File: src/rtl/ttc_pkg.sv
package ttc_pkg;

    typedef enum logic [1:0] {
        MODE_HEX5 = 2'd0,
        MODE_HEX8 = 2'd1,
        MODE_BIN  = 2'd2,
        MODE_TELE = 2'd3
    } t_mode;

    typedef enum logic [3:0] {
        PS_BEGIN    = 4'd0,
        PS_HEX      = 4'd1,
        PS_EOL      = 4'd2,
        PS_HASH     = 4'd3,
        PS_SKIP     = 4'd4,
        PS_SKIPHASH = 4'd5,
        PS_U5       = 4'd6,
        PS_U4       = 4'd7,
        PS_U3       = 4'd8,
        PS_U2       = 4'd9,
        PS_U1       = 4'd10
    } t_pstate;

    typedef enum logic [1:0] {
        SH_NONE = 2'd0,
        SH_LET  = 2'd1,
        SH_FIG  = 2'd2
    } t_shift;

    typedef enum logic [1:0] {
        TK_LET  = 2'd0,
        TK_FIG  = 2'd1,
        TK_KEEP = 2'd2
    } t_kind;

    typedef struct packed {
        t_kind      kind;
        logic [4:0] code;
    } t_tele;

    typedef struct packed {
        logic       ok;
        logic [3:0] val;
    } t_hex;

    // one queue entry: optional shift code, then the character code
    typedef struct packed {
        logic       has_shift;
        logic       shift_let;
        logic [7:0] code;
    } t_entry;

    localparam logic [7:0] CODE_LET_SHIFT = 8'd31;
    localparam logic [7:0] CODE_FIG_SHIFT = 8'd27;

    localparam logic [7:0] CH_HASH = 8'h23;
    localparam logic [7:0] CH_CR   = 8'h0D;
    localparam logic [7:0] CH_LF   = 8'h0A;
    localparam logic [7:0] CH_S_LC = 8'h73;
    localparam logic [7:0] CH_S_UC = 8'h53;
    localparam logic [7:0] CH_E_LC = 8'h65;
    localparam logic [7:0] CH_E_UC = 8'h45;

    function automatic t_hex hex_val(input logic [7:0] c);
        t_hex r;
        r.ok  = 1'b1;
        r.val = c[3:0];
        if (c >= 8'h30 && c <= 8'h39) begin
            r.val = c[3:0];
        end else if ((c >= 8'h61 && c <= 8'h66) || (c >= 8'h41 && c <= 8'h46)) begin
            r.val = c[3:0] + 4'd9;
        end else begin
            r.ok  = 1'b0;
            r.val = 4'd0;
        end
        return r;
    endfunction

    function automatic t_tele tele_map(input logic [30:0] w);
        t_tele r;
        r.kind = TK_FIG;
        r.code = 5'd0;
        if ((w >= 31'h61 && w <= 31'h7A) || (w >= 31'h41 && w <= 31'h5A)) begin
            r.kind = TK_LET;
            r.code = w[4:0];
        end else begin
            case (w)
                31'h31:           r.code = 5'd1;
                31'h32:           r.code = 5'd2;
                31'h2A:           r.code = 5'd3;
                31'h34:           r.code = 5'd4;
                31'h24, 31'h3C:   r.code = 5'd5;
                31'h3D:           r.code = 5'd6;
                31'h37:           r.code = 5'd7;
                31'h38:           r.code = 5'd8;
                31'h3B, 31'h27:   r.code = 5'd9;
                31'h2C:           r.code = 5'd10;
                31'h2B:           r.code = 5'd11;
                31'h3A:           r.code = 5'd12;
                31'h2D:           r.code = 5'd13;
                31'h2E:           r.code = 5'd14;
                31'h25, 31'h3E:   r.code = 5'd15;
                31'h30:           r.code = 5'd16;
                31'h28:           r.code = 5'd17;
                31'h29:           r.code = 5'd18;
                31'h33:           r.code = 5'd19;
                31'hB4, 31'h3F:   r.code = 5'd20;
                31'h35:           r.code = 5'd21;
                31'h36:           r.code = 5'd22;
                31'h2F:           r.code = 5'd23;
                31'h40:           r.code = 5'd24;
                31'h39:           r.code = 5'd25;
                31'h60, 31'h23, 31'hA3, 31'h2192: r.code = 5'd26;
                31'h20: begin
                    r.kind = TK_KEEP;
                    r.code = 5'd28;
                end
                31'h0D: begin
                    r.kind = TK_KEEP;
                    r.code = 5'd29;
                end
                31'h0A: begin
                    r.kind = TK_KEEP;
                    r.code = 5'd30;
                end
                default: begin
                    r.kind = TK_KEEP;
                    r.code = 5'd0;
                end
            endcase
        end
        return r;
    endfunction

endpackage

File: src/rtl/ttc_front.sv
module ttc_front (
    input  logic            i_clk,
    input  logic            i_rst_n,
    input  logic            i_cfg_wr_en,
    input  logic [1:0]      i_cfg_wr_data,
    input  logic            i_accept,
    input  logic [7:0]      i_data_byte,
    input  logic            i_start_of_batch,
    output logic            o_wr,
    output ttc_pkg::t_entry o_entry
);
    import ttc_pkg::*;

    t_mode       r_mode, n_mode;
    t_pstate     r_parse, n_parse;
    logic [3:0]  r_digit, n_digit;
    logic [30:0] r_accum, n_accum;
    t_shift      r_shift, n_shift;

    t_hex        hv;
    t_tele       tm;
    t_shift      base;
    t_shift      sh;
    logic [30:0] acc_next;
    logic [30:0] w;
    logic        w_ok;
    logic [7:0]  c;

    always_ff @(posedge i_clk) begin
        if (!i_rst_n) begin
            r_mode  <= MODE_HEX5;
            r_parse <= PS_BEGIN;
            r_digit <= 4'd0;
            r_accum <= 31'd0;
            r_shift <= SH_NONE;
        end else begin
            r_mode  <= n_mode;
            r_parse <= n_parse;
            r_digit <= n_digit;
            r_accum <= n_accum;
            r_shift <= n_shift;
        end
    end

    always_comb begin
        n_mode   = r_mode;
        n_parse  = r_parse;
        n_digit  = r_digit;
        n_accum  = r_accum;
        n_shift  = r_shift;
        o_wr     = 1'b0;
        o_entry  = '0;
        c        = i_data_byte;
        hv       = hex_val(c);
        base     = i_start_of_batch ? SH_NONE : r_shift;
        acc_next = {r_accum[24:0], c[5:0]};
        w        = 31'd0;
        w_ok     = 1'b0;
        tm       = tele_map(w);
        sh       = base;

        if (i_cfg_wr_en) begin
            n_mode = t_mode'(i_cfg_wr_data);
        end

        if (i_accept) begin
            n_shift = base;
            case (r_mode)
                MODE_BIN: begin
                    o_wr         = 1'b1;
                    o_entry.code = c;
                end
                MODE_HEX5, MODE_HEX8: begin
                    case (r_parse)
                        PS_HEX: begin
                            if (hv.ok) begin
                                o_wr         = 1'b1;
                                o_entry.code = {r_digit, hv.val};
                                if (r_mode == MODE_HEX5) begin
                                    o_entry.code = {3'b000, r_digit[0], hv.val};
                                end
                            end
                            n_parse = PS_EOL;
                        end
                        PS_EOL: begin
                            if (c == CH_CR || c == CH_LF) begin
                                n_parse = PS_BEGIN;
                            end
                        end
                        PS_HASH: begin
                            if (c == CH_S_LC || c == CH_S_UC) begin
                                n_parse = PS_SKIP;
                            end else if (c == CH_E_LC || c == CH_E_UC) begin
                                n_parse = PS_EOL;
                            end
                        end
                        PS_SKIP: begin
                            if (c == CH_CR || c == CH_LF) begin
                                n_parse = PS_SKIPHASH;
                            end
                        end
                        PS_SKIPHASH: begin
                            if (c == CH_HASH) begin
                                n_parse = PS_HASH;
                            end
                        end
                        default: begin
                            n_parse = PS_BEGIN;
                            if (c == CH_HASH) begin
                                n_parse = PS_HASH;
                            end else if (hv.ok) begin
                                n_parse = PS_HEX;
                                n_digit = hv.val;
                            end
                        end
                    endcase
                end
                default: begin
                    if (r_parse >= PS_U5 && r_parse < PS_U1) begin
                        n_accum = acc_next;
                        n_parse = t_pstate'(r_parse + 4'd1);
                    end else if (r_parse == PS_U1) begin
                        n_accum = acc_next;
                        n_parse = PS_BEGIN;
                        w       = acc_next;
                        w_ok    = 1'b1;
                    end else begin
                        n_parse = PS_BEGIN;
                        if (!c[7] || c == 8'hFE || c == 8'hFF) begin
                            w    = {23'd0, c};
                            w_ok = 1'b1;
                        end else if (c[7:5] == 3'b110) begin
                            n_accum = {26'd0, c[4:0]};
                            n_parse = PS_U1;
                        end else if (c[7:4] == 4'b1110) begin
                            n_accum = {27'd0, c[3:0]};
                            n_parse = PS_U2;
                        end else if (c[7:3] == 5'b11110) begin
                            n_accum = {28'd0, c[2:0]};
                            n_parse = PS_U3;
                        end else if (c[7:2] == 6'b111110) begin
                            n_accum = {29'd0, c[1:0]};
                            n_parse = PS_U4;
                        end else if (c[7:1] == 7'b1111110) begin
                            n_accum = {30'd0, c[0]};
                            n_parse = PS_U5;
                        end else begin
                            n_accum = {25'd0, c[5:0]};
                        end
                    end
                    if (w_ok) begin
                        tm = tele_map(w);
                        case (tm.kind)
                            TK_LET:  sh = SH_LET;
                            TK_FIG:  sh = SH_FIG;
                            default: sh = base;
                        endcase
                        o_wr              = 1'b1;
                        o_entry.has_shift = (sh != base);
                        o_entry.shift_let = (sh == SH_LET);
                        o_entry.code      = {3'b000, tm.code};
                        n_shift           = sh;
                    end
                end
            endcase
        end
    end

endmodule

File: src/rtl/ttc_back.sv
module ttc_back #(
    parameter int DEPTH = 4
) (
    input  logic            i_clk,
    input  logic            i_rst_n,
    input  logic            i_wr,
    input  ttc_pkg::t_entry i_entry,
    input  logic            i_pop,
    output logic            o_full,
    output logic            o_empty,
    output logic [7:0]      o_code,
    output logic            o_last
);
    import ttc_pkg::*;

    localparam int PW = (DEPTH > 1) ? $clog2(DEPTH) : 1;
    localparam int CW = $clog2(DEPTH + 1);

    t_entry          r_mem [DEPTH];
    logic [PW-1:0]   r_wr_ptr, n_wr_ptr;
    logic [PW-1:0]   r_rd_ptr, n_rd_ptr;
    logic [CW-1:0]   r_count, n_count;
    logic            r_phase, n_phase;

    t_entry          head;
    logic            shift_pending;
    logic            pop_ok;
    logic            item_done;

    always_ff @(posedge i_clk) begin
        if (i_wr) begin
            r_mem[r_wr_ptr] <= i_entry;
        end
    end

    always_ff @(posedge i_clk) begin
        if (!i_rst_n) begin
            r_wr_ptr <= '0;
            r_rd_ptr <= '0;
            r_count  <= '0;
            r_phase  <= 1'b0;
        end else begin
            r_wr_ptr <= n_wr_ptr;
            r_rd_ptr <= n_rd_ptr;
            r_count  <= n_count;
            r_phase  <= n_phase;
        end
    end

    always_comb begin
        head          = r_mem[r_rd_ptr];
        o_empty       = (r_count == '0);
        o_full        = (r_count == CW'(DEPTH));
        shift_pending = head.has_shift && !r_phase;
        o_last        = !shift_pending;
        o_code        = head.code;
        if (shift_pending) begin
            o_code = head.shift_let ? CODE_LET_SHIFT : CODE_FIG_SHIFT;
        end
        pop_ok    = i_pop && !o_empty;
        item_done = pop_ok && !shift_pending;

        n_wr_ptr = r_wr_ptr;
        n_rd_ptr = r_rd_ptr;
        n_count  = r_count;
        n_phase  = r_phase;

        if (i_wr) begin
            n_wr_ptr = (r_wr_ptr == PW'(DEPTH - 1)) ? '0 : r_wr_ptr + 1'b1;
        end
        if (pop_ok) begin
            n_phase = shift_pending;
        end
        if (item_done) begin
            n_rd_ptr = (r_rd_ptr == PW'(DEPTH - 1)) ? '0 : r_rd_ptr + 1'b1;
        end
        case ({i_wr, item_done})
            2'b10:   n_count = r_count + 1'b1;
            2'b01:   n_count = r_count - 1'b1;
            default: n_count = r_count;
        endcase
    end

endmodule

File: src/rtl/tape_text_to_telecode_converter_unit.sv
// Tape text to telecode converter.
// Input queue side: drive i_data_byte and i_start_of_batch with i_push; an item
// is taken at a clock edge with i_push high and o_full low.
// Result queue side: while o_empty is low, o_code and o_last show the oldest
// code; it is taken at an edge with i_pop high. o_last marks the final code of
// an input item. Items that produce no code (hex comments, UTF-8 lead bytes)
// leave nothing in the result queue.
// Configuration: i_cfg_wr_en with i_cfg_wr_data writes the mode register
// (0 hex five-bit, 1 hex eight-bit, 2 binary, 3 telecode); write only when idle.
// An item's entry is written to the queue at the edge that takes it.
// Throughput: one item per cycle while o_full is low; an item that needs
// a shift code gives two codes to pop, so the pop side sets the sustained rate.
// The front classifies each item in its accept cycle and writes at most one
// entry to a QUEUE_DEPTH-entry queue; the back drains shift then character code.
// Reset: mode hex five-bit, parser at line start, shift none, queue empty.
// When the receiver stalls, the queue fills and o_full holds off new items.
module tape_text_to_telecode_converter_unit #(
    parameter int QUEUE_DEPTH = 4
) (
    input  logic       i_clk,
    input  logic       i_rst_n,
    input  logic       i_cfg_wr_en,
    input  logic [1:0] i_cfg_wr_data,
    input  logic       i_push,
    output logic       o_full,
    input  logic [7:0] i_data_byte,
    input  logic       i_start_of_batch,
    output logic       o_empty,
    input  logic       i_pop,
    output logic [7:0] o_code,
    output logic       o_last
);
    import ttc_pkg::*;

    logic   accept;
    logic   wr;
    t_entry entry;

    assign accept = i_push && !o_full;

    ttc_front u_front (
        .i_clk            (i_clk),
        .i_rst_n          (i_rst_n),
        .i_cfg_wr_en      (i_cfg_wr_en),
        .i_cfg_wr_data    (i_cfg_wr_data),
        .i_accept         (accept),
        .i_data_byte      (i_data_byte),
        .i_start_of_batch (i_start_of_batch),
        .o_wr             (wr),
        .o_entry          (entry)
    );

    ttc_back #(
        .DEPTH (QUEUE_DEPTH)
    ) u_back (
        .i_clk   (i_clk),
        .i_rst_n (i_rst_n),
        .i_wr    (wr),
        .i_entry (entry),
        .i_pop   (i_pop),
        .o_full  (o_full),
        .o_empty (o_empty),
        .o_code  (o_code),
        .o_last  (o_last)
    );

endmodule
File: config.mk
export PLATFORM = sky130hd
export DESIGN_NAME = tape_text_to_telecode_converter_unit
export DESIGN_NICKNAME = d
export VERILOG_FILES = /design/src/rtl/ttc_pkg.sv /design/src/rtl/ttc_front.sv /design/src/rtl/ttc_back.sv /design/src/rtl/tape_text_to_telecode_converter_unit.sv
export SDC_FILE = /design/constraint.sdc
export NUM_CORES = 1
export LEC_CHECK = 0
export BUFFER_PORTS_ARGS = -buffer_cell sky130_fd_sc_hd__clkbuf_2
export CAP_MARGIN = 20
export CORE_MARGIN = 5
export CORE_UTILIZATION = 55
export CTS_CLUSTER_SIZE = 12
export DETAILED_ROUTE_END_ITERATION = 8
export PLACE_DENSITY = 0.72
export SKIP_LAST_GASP = 1
export SYNTH_ARGS = -nofsm -noshare
export SYNTH_HDL_FRONTEND = slang
export SYNTH_SLANG_ARGS = --single-unit
File: constraint.sdc
create_clock -name i_clk -period 4.38 [get_ports i_clk]
set_clock_uncertainty 0.05 [all_clocks]
set_input_delay 0.876 -clock i_clk [delete_from_list [all_inputs] [get_ports i_clk]]
set_output_delay 0.876 -clock i_clk [all_outputs]
set_load 0.01 [all_outputs]
Word level (Yosys, flattened, before mapping)
Memories as Yosys holds them, arrays and structs flattened. A register that Yosys moved wholly into a read port is not among the register bits.
Cells that the tools add are included.

storage, ports and cells
  bits in registers = 45
  RAM bits = 40
  input bits = 16
  output and inout bits = 11
  memories = 1

memory list
  name          words  bits a word  read ports  clocked after Yosys merged registers in  wr ports  RTL line        source
  u_back.r_mem  4      10           1           1                                        1         ttc_back.sv:19  t_entry r_mem [DEPTH];

operators by class
  add/sub/neg operators = 6
  order comparisons = 12
  equality and inequality tests = 71
  mux-type cells = 73
  bitwise logic cells = 4
  reductions and logical operators = 38

operator list
  kind                                                                 number
  == test 31 x 6 -> 1 bit (second input constant)                      29
  2-to-1 mux 25 bit                                                    7
  case mux 5 bit (29 select lines)                                     1
  2-to-1 mux 31 bit                                                    4
  == test 31 x 4 -> 1 bit (second input constant)                      2
  == test 31 x 7 -> 1 bit (second input constant)                      2
  == test 31 x 8 -> 1 bit (second input constant)                      2
  greater-or-equal comparator 31 x 7 -> 1 bit (second input constant)  2
  less-or-equal comparator 31 x 7 -> 1 bit (second input constant)     2
  2-to-1 mux 4 bit                                                     15
  2-to-1 mux 8 bit                                                     5
  OR reduction 33 bit                                                  1
  == test 8 x 7 -> 1 bit (second input constant)                       4
  == test 31 x 14 -> 1 bit (second input constant)                     1
  2-to-1 mux 7 bit                                                     4
  2-to-1 mux 2 bit                                                     12
  2-to-1 mux 10 bit                                                    2
  case mux 4 bit (5 select lines)                                      1
  == test 8 x 4 -> 1 bit (second input constant)                       2
  == test 8 bit (second input constant)                                2
  greater-or-equal comparator 8 x 7 -> 1 bit (second input constant)   2
  less-or-equal comparator 8 x 7 -> 1 bit (second input constant)      2
  case mux 8 bit (2 select lines)                                      1
  2-to-1 mux 1 bit                                                     14
  44 further kinds                                                     85

Depth between registers and ports, before layout
  depth after elaboration = 24
  gate-level depth with buffers = 16
  mapped depth without buffers = 15

Cells and area by module
Synthesis repeated with hierarchy kept, for this count alone.

unflattened totals
  cell total of the unflattened synthesis = 565
  area, all modules = 5291.3 µm²

by module, submodules not included
  module                                times used  cells each  area an instance (µm²)
  ttc_front                             1           444         3181.8
  ttc_back                              1           120         2095.8
  tape_text_to_telecode_converter_unit  1           1           13.8

Least setup slack after synthesis
No wires, ideal clock.

  kind = input -> register
  start point = input port i_data_byte[1]
  end point = register u_back.r_count[2]
  library setup time = 0.076 ns
  data arrival time = 3.934 ns
  data required time = 4.254 ns
  slack = 0.320 ns
  stages on the path = 15
  cells stage by stage = clkbuf_1 inv_1 ha_1 or3b_2 a31o_2 and3_1 o21ai_2 a31oi_4 inv_1 ha_1 inv_1 fa_1 xor2_1 or3_1 a21boi_0

between the ends
  cells in the longest elaborated chain, start to end = 13

ends and longest elaborated chain
  item                                                                                                RTL line                                    source
  start, declared                                                                                     tape_text_to_telecode_converter_unit.sv:26  input logic [7:0] i_data_byte,
  parallel branches: the longest is 9 deep, another holds greater-or-equal comparator 8 x 7 -> 1 bit  --
  case mux 1 bit (2 select lines) (*)                                                                 ttc_front.sv:68                             case (r_mode)
  2-to-1 mux 1 bit (*)                                                                                ttc_front.sv:66                             if (i_accept) begin
  == test 2 x 1 -> 1 bit / == test 2 bit (equally long branches)                                      ttc_back.sv:77                              case ({i_wr, item_done})
  case mux 3 bit (2 select lines) / nonzero test 2 bit (equally long branches)                        --
  end signal, assigned                                                                                ttc_back.sv:45                              r_count <= n_count;
  end, declared                                                                                       ttc_back.sv:22                              logic [CW-1:0] r_count, n_count;

Every way passes the cells marked *. The select of a mux whose other input is x is not followed.
A chain may end at the register's enable or synchronous reset.

Final worst setup path
Ends and elaborated chain as after synthesis.

==> flow_summary.yaml <==
run_status:
  status: "complete, no violations"
clock_tree:
  post_cts_buffers: 0
  htree_num_levels: 3
  hold_buffers: 0
  clock_path_buffers: 2
  cts_tree: "built"
  clkLatencyLatePin_ps: 370
  clk_pin_slew_worst_paths_ps: 100
  cts_resized: 0
  clock_sinks: 87
  root_buffer: "clkbuf_8"
  cts_buffers: 9
floorplan:
  initial_core_util_pct: 56.36
  coreArea_um2: 9774
  io_pins: 27
  rows: 36
  die_h_um: 110.1
  die-area_um2: 12120
  die_x_um: 110.1
sta:
  slew-limit-headroom_pct: 44.40
  tns_ps: 0
  post-route-min-period_ps: 3805
  fmax_ghz: 0.2628
  worst_pin_slew_ps: 832.9
  setup_viol: 0
  final-max-slew-violation-count: 0
  hold_violations: 0
  rsz0062_at_grt: "false"
  min_period_over_period_pct: 86.87
  worst_slack_ps: 575.1
place:
  placed_area_um2: 5771
  dp_hpwl_um: 10330
  pre_cts_slack_ps: 230.7
  dpl.cell_count: 728
  numPortBuffers: 26
  routabilityCongestion: 0.9527
yosys:
  synth-async-reset-ratio_pct: 0
  yosysSeqAreaShare_pct: 38.88
  syn_inst: 587
  synth-main-ff-cell: "dfxtp_1"
  synth-edff-count: 40
  synth_mux_area_share_pct: 6.677
  yosysTopAreaCellShare_pct: 21.80
  post-synth-top-count-cell: "nand2_1"
  synth-compound-area-share_pct: 20.24
  synth-simple-area-share_pct: 25.03
  ys_types: 78
  synth_area_leaders: "edfxtp_1 22%, dfxtp_1 17%, nor2b_1 4.4%, mux4_2 4.1%, nand2_1 3.9%"
  synthXorXnorAreaFrac_pct: 1.113
  syn_avg_cell_area_um2: 9.385
  netlist_area_um2: 5509
  synth_nets: 618
  synth.largest_area_cell: "edfxtp_1"
  synth_top_family_by_area: "simple AND/OR/NAND/NOR gates"
  synth_fa_ha_area_share_pct: 3.543
  yosysWarnings: 0
  ys_top_cells_by_count: "57 x nand2_1, 47 x dfxtp_1, 40 x edfxtp_1"
  ys_seq_elements: 87
final_layout:
  finalNetCount: 637
  areaGrowthSynthToFinish_pct: 8.312
  post-route-util_pct: 61.05
  seq_area_um2: 2142
  drive_gt1_share_pct: 16.69
  multiInputGateArea_um2: 3118
  num_antenna_cells: 0
  final_cells: 744
  fin_area_um2: 5967
  fillers: 851
grt:
  grt_first_pass_wirelength_um: 22610
  first_global_vias: 4525
  grt_use_total_pct: 23.97
  grt_max_degree: 46
  grt_overflow: 0
  antenna_found_initial: 0
worst_setup_path:
  crit_chain: "clkbuf_2 > inv_1 > ha_1 > or3b_2 > a31o_2 > and3_1 > o21ai_2 > a31oi_4 > inv_1 > ha_1 > inv_1 > fa_1 > xor2_1 > or3_1 > a21boi_0"
  required_ps: 4620
  end_kind: "flop"
  crit_buf_inv: 4
  path_class: "primary input to flop"
  slowest_stage: "or3b_2"
  cp_common_cell: "inv_1"
  slowest_delay_ps: 470
  cp_top_family: "simple AND/OR/NAND/NOR gates"
  arrival_ps: 4050
  cp_max_fo: 6
  critPathLaunchType: "primary input"
power_and_ir_drop:
  cellLeakagePower_nw: 2.052
  power.density_nw_per_um2: 297.7
  vdd_drop_max_mv: 0.1698
drt:
  post-route-drc-count: 0
  routed_wl_um: 14100
  drt_iter0_drc: 435
  viasPerCell: 6.239
  post_drt_wl_per_cell_um: 18.94
  ant_nets: 0
  drtPass1Iterations: 5
  dr_total_vias: 4642
hold_path:
  min_path_type: "flop to flop"
run:
  drv_cap: 0
[worst register-to-register path, cell delays in order, from the launching register on]
cell and delay (ps):
dfxtp_1 320, buf_4 220, mux4_2 570, nor2b_1 150
buf_4 160, nor2_1 310, ha_1 270, inv_1 70
fa_1 440, xor2_1 170, or3_1 320, a21boi_0 160
[final cells by class]
class	instances	share of cell area, %
clock buffer	11	2.558
tap	133	2.789
clock inverter	5	0.7339
timing repair buffer	44	4.445
multi-input combinational	443	52.25
sequential	87	35.90
inverter	21	1.321
[sequential cells by signal (all words and copies together), names as in the netlist, named ones only]
signal / count
u_back.r_count: 3
u_front.r_digit: 4
u_back.r_wr_ptr: 2
u_back.r_mem: 40
u_front.r_mode: 2
u_front.r_accum: 25
u_front.r_parse: 4
u_back.r_phase: 1
u_back.r_rd_ptr: 2
u_front.r_shift: 2
[path summary, 6_finish.rpt]
check / endpoint / cells after the start / slack [ps] / start
max: u_back.r_count[2] / 15 / 580 / i_data_byte[1]
min: u_front.r_digit[1] / 2 / 430 / u_front.r_digit[1]
max reg2reg: u_back.r_count[2] / 11 / 1090 / flop
min reg2reg: u_front.r_digit[1] / 2 / 430 / u_front.r_digit[1]
[cell usage in the layout, fill, tap and decap left out, types with 14 or more instances in the layout]
cell type	count
nand2_1	57
dfxtp_1	47
edfxtp_1	40
nor2b_1	39
nor2_1	34
o21ai_0	30
clkbuf_2	26
a22oi_1	23
a21oi_1	21
inv_1	20
nand3_1	20
buf_4	18
nor3_1	16
nand2b_1	14
ha_1	14
[layer usage]
metal | track usage (%) | wire [µm] | part of all wire [%]
met5 | 0 | 0 | 0
met4 | 7.480 | 301 | 2.1
met3 | 5.300 | 972 | 6.9
met2 | 41.07 | 6771 | 48
met1 | 30.09 | 6050 | 43
[cell families after synthesis]
kind of cell	Yosys count
AO/OA/AOI/OAI	151
XOR/XNOR	7
adder cells (fa/ha/maj)	15
buffers and inverters	57
flip-flops	87
multiplexers	24
AND/OR/NAND/NOR	246
[stage by stage]
step | power [W] | hold WS, ps
CTS | 0.001781 | 429.4
global placement | 0.001217 | 411.5
finish | 0.001776 | 425.3
floorplan | 0.001136 | 393.9
global route | 0.001851 | 457.9
detailed placement | 0.001225 | 418.3
[where the power goes]
group	switching [W]	internal, W
sequential	0.0000248	0.000860
clock	0.000313	0.000251
combinational	0.000194	0.000134
total	0.000532	0.00124
No activity file was read; power rests on OpenSTA's default activity.
